===== config.mk =====
export PLATFORM = sky130hd
export DESIGN_NAME = wca_ctrl
export DESIGN_NICKNAME = d
export VERILOG_FILES = /design/src/hdl/wca_pkg.sv /design/src/hdl/wca_ctrl.sv
export SDC_FILE = /design/constraint.sdc
export NUM_CORES = 1
export LEC_CHECK = 0
export BUFFER_PORTS_ARGS = -buffer_cell sky130_fd_sc_hd__buf_2
export CORE_AREA = 2 2 39 41
export CTS_CLUSTER_DIAMETER = 50
export DETAILED_ROUTE_END_ITERATION = 8
export DIE_AREA = 0 0 41 43
export GPL_TIMING_DRIVEN = 0
export PLACE_DENSITY = 0.65
export SLEW_MARGIN = 20
export SYNTH_ARGS = -nofsm -noshare
export SYNTH_HDL_FRONTEND = slang
export SYNTH_SLANG_ARGS = --single-unit

===== constraint.sdc =====
create_clock -name aclk -period 3.2 [get_ports aclk]
set_input_delay 0.48 -clock aclk [delete_from_list [all_inputs] [get_ports aclk]]
set_output_delay 0.48 -clock aclk [all_outputs]
set_load 0.05 [all_outputs]

===== src/hdl/wca_pkg.sv =====
// Shared types and constants for the weighted cache with aging.
`timescale 1ns / 1ps
package wca_pkg;

    localparam int DEF_CAPACITY = 16;
    localparam int KEY_W        = 32;
    localparam int HANDLE_W     = 32;
    localparam int WEIGHT_W     = 16;
    localparam int KEEP_W       = 5;
    localparam int COUNT_W      = 5;

    localparam logic [WEIGHT_W-1:0] ADD_WEIGHT = WEIGHT_W'(10);
    localparam logic [WEIGHT_W-1:0] HIT_BONUS  = WEIGHT_W'(2);
    localparam logic [WEIGHT_W-1:0] WEIGHT_MAX = '1;

    typedef enum logic [1:0] {
        OP_LOOKUP = 2'd0,
        OP_ADD    = 2'd1,
        OP_TRIM   = 2'd2,
        OP_NOP    = 2'd3
    } op_t;

    typedef struct packed {
        logic [KEY_W-1:0]    key;
        logic [HANDLE_W-1:0] image;
        logic [HANDLE_W-1:0] mask;
        logic [WEIGHT_W-1:0] weight;
    } entry_t;

    typedef struct packed {
        logic capture;
        logic exec;
        logic sort_step;
        logic sort_odd;
        logic finish;
    } wca_cmd_t;

    typedef struct packed {
        logic need_sort;
    } wca_stat_t;

endpackage


===== src/hdl/wca_ctrl.sv =====
// Controller: sequences capture, execute, sort passes and result handoff.
`timescale 1ns / 1ps
module wca_ctrl import wca_pkg::*; #(
    parameter int CAPACITY = DEF_CAPACITY
) (
    input  logic      aclk,
    input  logic      aresetn,
    input  logic      s_valid,
    output logic      s_ready,
    output logic      m_valid,
    input  logic      m_ready,
    output wca_cmd_t  cmd,
    input  wca_stat_t stat
);

    localparam int PH_W = $clog2(CAPACITY);

    typedef enum logic [4:0] {
        ST_IDLE   = 5'b00001,
        ST_EXEC   = 5'b00010,
        ST_SORT   = 5'b00100,
        ST_FINISH = 5'b01000,
        ST_OUT    = 5'b10000
    } state_t;

    state_t           state_reg, state_next;
    logic [PH_W-1:0]  phase_reg, phase_next;

    always_comb begin
        state_next = state_reg;
        phase_next = phase_reg;
        cmd        = '0;
        cmd.sort_odd = phase_reg[0];
        case (state_reg)
            ST_IDLE: begin
                if (s_valid) begin
                    cmd.capture = 1'b1;
                    state_next  = ST_EXEC;
                end
            end
            ST_EXEC: begin
                phase_next = '0;
                if (stat.need_sort) begin
                    state_next = ST_SORT;
                end else begin
                    cmd.exec   = 1'b1;
                    state_next = ST_OUT;
                end
            end
            ST_SORT: begin
                // odd-even transposition: one pass per entry slot
                cmd.sort_step = 1'b1;
                phase_next    = phase_reg + PH_W'(1);
                if (phase_reg == PH_W'(CAPACITY - 1)) begin
                    state_next = ST_FINISH;
                end
            end
            ST_FINISH: begin
                cmd.finish = 1'b1;
                state_next = ST_OUT;
            end
            ST_OUT: begin
                if (m_ready) begin
                    state_next = ST_IDLE;
                end
            end
            default: begin
                state_next = ST_IDLE;
            end
        endcase
    end

    always_ff @(posedge aclk) begin
        if (!aresetn) begin
            state_reg <= ST_IDLE;
            phase_reg <= '0;
        end else begin
            state_reg <= state_next;
            phase_reg <= phase_next;
        end
    end

    assign s_ready = (state_reg == ST_IDLE);
    assign m_valid = (state_reg == ST_OUT);

endmodule


==> results of run 1 <==
==> worst register-to-register path, cell delays in order, from the launching register on <==
cell and delay [ns]:
dfxtp_1 0.37, nor4_1 0.58, nand2_1 0.20, o221a_2 0.33
==> through the flow <==
stage / area [um^2] / power [mW] / utilization / worst slack (ns)
5_1_grt: 671 / 0.262 / 0.485 / 0.827
4_1_cts: 671 / 0.253 / 0.485 / 0.889
2_1_floorplan: 574 / 0.152 / - / 0.717
3_3_place_gp: 644 / 0.162 / 0.466 / 1.19
6_report: 671 / 0.253 / 0.485 / 0.890
3_5_place_dp: 644 / 0.162 / 0.466 / 1.18
==> power breakdown <==
group / switching [mW] / internal [mW] / leakage [nW]
sequential: 0.00302 / 0.114 / 0.0730
combinational: 0.0285 / 0.0138 / 0.221
clock: 0.0449 / 0.0484 / 0.0150
==> cells by family (layout without fill, tap and decap cells) <==
family          count (synthesis)  in the layout  synth area share
flops                           9              9             0.314
simple gates                   34             34             0.362
compound gates                 17             17             0.196
buf+inv                        10             24            0.0915
fa+ha+maj                       1              1            0.0218
xor+xnor                        1              1            0.0153
==> cell usage in the layout, fill, tap and decap left out, types with 2 or more instances in the layout <==
| cell | n |
|---|---|
| clkbuf_1 | 2 |
| a21oi_1 | 5 |
| buf_4 | 4 |
| inv_1 | 5 |
| a22o_1 | 2 |
| o21ai_0 | 2 |
| nor3_1 | 5 |
| nand2_1 | 5 |
| a31oi_1 | 2 |
| nor2_1 | 3 |
| clkbuf_4 | 3 |
| nor4_1 | 2 |
| nor2b_1 | 3 |
| nand4_1 | 2 |
| dfxtp_1 | 9 |
| o22ai_1 | 2 |
| buf_2 | 10 |
| nand3_1 | 3 |
| and2_1 | 2 |
==> Yosys cell counts, types with 2 or more instances <==
master and count:
a21oi_1 5, nand2_1 5, nor2_1 3, o21ai_0 2
inv_1 5, a31oi_1 2, nor3_1 5, o22ai_1 2
nor4_1 2, buf_4 4, nor2b_1 3, and2_1 2
nand3_1 3, a22o_1 2, nand4_1 2, dfxtp_1 9
==> cell type report <==
type | instances | area, um^2 | share of cell area
inverters | 5 | 18.8 | 0.0280
clock buffers | 4 | 26.3 | 0.0392
plain buffers | 5 | 33.8 | 0.0504
flip-flops and latches | 9 | 180 | 0.269
well taps | 16 | 20.0 | 0.0299
repair buffers | 10 | 50.0 | 0.0746
multi-input cells | 53 | 342 | 0.509
==> how the worst max path moves through the flow <==
| stage | from | endpoint | slack (ns) | cells past startpoint |
|---|---|---|---|---|
| after floorplan | state_reg[3] | cmd[4] | 0.72 | 4 |
| after global placement | state_reg[4] | cmd[3] | 1.19 | 4 |
| after detailed placement | state_reg[4] | cmd[3] | 1.18 | 4 |
| after CTS | state_reg[4] | cmd[3] | 0.89 | 4 |
| after global routing | state_reg[4] | cmd[3] | 0.83 | 4 |
| final | state_reg[4] | cmd[3] | 0.89 | 4 |
==> metal layers <==
metal  routed length (um)  vias up  track usage  share of wire
met5                    0        -            0              0
met4                   40        0        0.100          0.033
met1                  603      255        0.225           0.49
met2                  536       11        0.234           0.44
li1                     -      291            -              -
met3                   44        5       0.0471          0.036
==> impl_metrics.json, run 1 <==
{
  "status": "complete, no violations",
  "crit_required_ns": 2.72,
  "dp_cells": 98,
  "fin_skew_ns": 0.00166,
  "synthArstFlopShare": 0,
  "setup-tns-final_ns": 0,
  "drtIter0Drc": 7,
  "rows": 14,
  "ys_ff_latch": 9,
  "worstSetupPathType": "register to output pin",
  "antenna_found_initial": 0,
  "crit_chain": "or3_4 > or4_4 > inv_1 > buf_2",
  "wl_per_cell_um": 12.0,
  "rsz0062_at_grt": "false",
  "antenna_left": 0,
  "cts_buffer_depth": 2,
  "fillers": 144,
  "timing.rr.start": "state_reg[0]",
  "cts_resized": 0,
  "dieArea_mm2": 0.00176,
  "max_stage_delay_ns": 0.44,
  "r2r-end": "phase_reg[3]",
  "timing.reg2reg.setup_slack_ns": 1.61,
  "grt_usage": 0.170,
  "grt_overflow_total": 0,
  "p_leak_nw": 0.309,
  "antenna_cells": 0,
  "holdPathEnd": "state_reg[1]",
  "vias": 562,
  "initial_core_util": 0.415,
  "grt_start_max_net_pins": 11,
  "grt_pass1_wl_mm": 2.01,
  "min_from": "s_valid",
  "vias_per_cell": 5.51,
  "nets": 93,
  "fin_hold_ws_ns": 0.466,
  "syn_area_per_cell_um2": 7.98,
  "die_h_um": 43,
  "cellPowerDensity_mw_per_mm2": 377,
  "endpoint_kind": "output pin",
  "r2r_cells": 3,
  "drc_errors": 0,
  "cap_violations": 0,
  "io_pins": 12,
  "slew_violations": 0,
  "hold_violations": 0,
  "cpMaxStageDelayCell": "or3_4",
  "drive_above_1_share": 0.267,
  "max-slew-margin-rel": 0.601,
  "clkTransAtPathRegs_ns": 0.06,
  "cts.hold.buffers_added": 0,
  "dr.pass1.iters": 3,
  "synth_area_leader_cell": "dfxtp_1",
  "ys_top_cells_by_area": "dfxtp_1, buf_4, a21oi_1",
  "finalCriticalPeriod_ns": 2.31,
  "cts.sinks": 9,
  "path_max_fanout": 9,
  "whs_path_depth": 3,
  "critPathTopFamily": "simple AND/OR/NAND/NOR gates",
  "cts_root_buf": "clkbuf_4",
  "fin_cells": 102,
  "hp-class": "input pin to register",
  "io_buffer_count": 10,
  "cts_tree": "done",
  "ctsHtreeMaxLevel": 1,
  "tightestPinTransition_ns": 0.593,
  "post_cts_buffers": 0,
  "cp.buffers_inverters": 2,
  "drt_wl_total_mm": 1.23,
  "coreArea_mm2": 0.00138,
  "yosysTopAreaCellShare": 0.314,
  "ys_types": 32,
  "largest_register_ffs": 5,
  "synth_nets": 78,
  "synthCells": 72,
  "syn_to_final_growth_pct": 16.8,
  "ir_drop_mv": 0.172,
  "fmax_mhz": 433,
  "setup_violations": 0,
  "crit_arrival_ns": 1.83,
  "synth_warnings": 0,
  "globalplace.congestion": 0.826,
  "die_x_um": 41,
  "synthesis.area_um2": 574,
  "worstSkewPairLatency_ns": 0.27,
  "ys.flop_type": "dfxtp_1",
  "synth_enable_flop_cells": 0,
  "grt_pass1_vias": 487,
  "fin_crit_sh": 0.722,
  "cts_made_buffers": 3,
  "dp_hpwl_um": 933,
  "start_kind": "register",
  "ys_seq_area_frac": 0.314
}
Power figures use the tool's default switching activity.
==> run 2: changes to the inputs <==
Settings changed: PLACE_DENSITY 0.65 to 0.68.
Clock period 3.2 ns to 1.9 ns, I/O delays scaled along.
==> impl_metrics.json, run 2 (synthesis gave the netlist of run 1 again) <==
{
  "status": "finished, violations left",
  "violations": "setup timing",
  "fin_crit_sh": 1.03,
  "timing.reg2reg.setup_slack_ns": 0.44,
  "drtIter0Drc": 21,
  "hp-class": "input pin to register",
  "r2r_cells": 4,
  "nets": 97,
  "worstSetupPathType": "register to output pin",
  "final_cell_mix": "buf_2, buf_4, dfxtp_1",
  "dieArea_mm2": 0.00176,
  "min_from": "s_valid",
  "wl_per_cell_um": 13.2,
  "tightestPinTransition_ns": 0.448,
  "vias": 604,
  "rsz0062_at_grt": "true",
  "p_leak_nw": 0.342,
  "cellPowerDensity_mw_per_mm2": 574,
  "timing.rr.start": "state_reg[3]",
  "io_pins": 12,
  "fin_hold_ws_ns": 0.287,
  "start_kind": "register",
  "drt_wl_total_mm": 1.40,
  "crit_arrival_ns": 1.67,
  "cts_tree": "done",
  "fmax_mhz": 512,
  "grt_pass1_vias": 508,
  "slew_violations": 0,
  "cts_made_buffers": 3,
  "antenna_left": 0,
  "worstSkewPairLatency_ns": 0.26,
  "critPathTopFamily": "simple AND/OR/NAND/NOR gates",
  "crit_chain": "or3_4 > or4_4 > inv_2 > buf_8",
  "cts.hold.buffers_added": 0,
  "whs_path_depth": 3,
  "clkTransAtPathRegs_ns": 0.07,
  "power_mw": 0.438,
  "ir_drop_mv": 0.367,
  "setup-tns-final_ns": -0.0527,
  "largest_register_ffs": 5,
  "cts.sinks": 9,
  "fin_ws_ns": -0.0527,
  "r2r-end": "state_reg[2]",
  "hold_violations": 0,
  "rows": 14,
  "max_stage_delay_ns": 0.43,
  "endpoint_kind": "output pin",
  "drc_errors": 0,
  "finalCriticalPeriod_ns": 1.95,
  "cts_buffer_depth": 2,
  "utilization": 0.552,
  "grt_pass1_wl_mm": 2.19,
  "setup_violations": 1,
  "fin_skew_ns": 0.00804,
  "max-slew-margin-rel": 0.701,
  "die_x_um": 41,
  "vias_per_cell": 5.70,
  "dp_hpwl_um": 906,
  "final_common_cell": "buf_2",
  "pre_cts_ws_ns": 0.0622,
  "coreArea_mm2": 0.00138,
  "globalplace.congestion": 0.850,
  "syn_to_final_growth_pct": 32.9,
  "holdPathEnd": "state_reg[1]",
  "drive_above_1_share": 0.389,
  "antenna_found_initial": 0,
  "path_depth": 4,
  "die_h_um": 43,
  "cpMaxStageDelayCell": "or4_4",
  "grt_usage": 0.184,
  "grt_overflow_total": 0,
  "crit_required_ns": 1.62,
  "initial_core_util": 0.415,
  "fillers": 139,
  "path_max_fanout": 7,
  "grt_start_max_net_pins": 11,
  "cts_root_buf": "clkbuf_4",
  "cp.buffers_inverters": 2,
  "dr.pass1.iters": 6,
  "cap_violations": 0,
  "io_buffer_count": 10,
  "antenna_cells": 0,
  "ctsHtreeMaxLevel": 1
}
[run 2: cell count changes in the layout (fill, tap and decap cells not counted), sizes merged]
cell  before  now
buf       14   18
[run 2: worst max path at each step]
stage	from	to	slack (ns)
2_1_floorplan	state_reg[3]	cmd[3]	0.08
3_3_place_gp	state_reg[4]	cmd[3]	0.07
3_5_place_dp	state_reg[4]	cmd[3]	0.06
4_1_cts	state_reg[0]	cmd[2]	-0.14
5_1_grt	state_reg[1]	cmd[3]	-0.11
6_report	state_reg[3]	cmd[3]	-0.05
[run 2: per-layer routing]
layer	vias to the layer above	wire [um]	global-route usage
met5	-	0	0
met4	0	34	0.120
met3	4	58	0.0314
met2	24	676	0.253
met1	278	632	0.252
li1	298	-	-
[run 2: power by group]
part	total (mW)	switching [mW]	leakage, nW	internal (mW)
Sequential	0.198	0.00783	0.0751	0.190
Combinational	0.0893	0.0536	0.252	0.0357
Clock	0.151	0.0699	0.0150	0.0810
Total	0.438	0.131	0.342	0.307
[run 2: per-stage QoR]
stage / std cells / area, um^2
4_1_cts: 103 / 707
6_report: 106 / 763
3_3_place_gp: 98 / 653
2_1_floorplan: 72 / 583
3_5_place_dp: 98 / 653
5_1_grt: 106 / 763
[run 2: cell type report]
cell class                      count  area [um^2]  share of cell area
Clock buffer                        4         26.3              0.0344
Inverter                            5         18.8              0.0246
Multi-Input combinational cell     53          372               0.487
Tap cell                           16         20.0              0.0262
Buffer                              4         30.0              0.0393
Sequential cell                     9          189               0.248
Timing Repair Buffer               15          108               0.141
[run 2: worst min-delay path, delay by kind of cell]
kind          cells  cell delay (ns)
simple gates      2             0.10
buf+inv           1             0.11
[run 2: repair_timing]
| item | CTS | global route |
|---|---|---|
| resized for setup | 9 | 8 |
| setup endpoints to repair | 3 | 4 |
| buffers inserted | 2 | 3 |
| gates cloned | 0 | 0 |
| pin swaps | 2 | 2 |
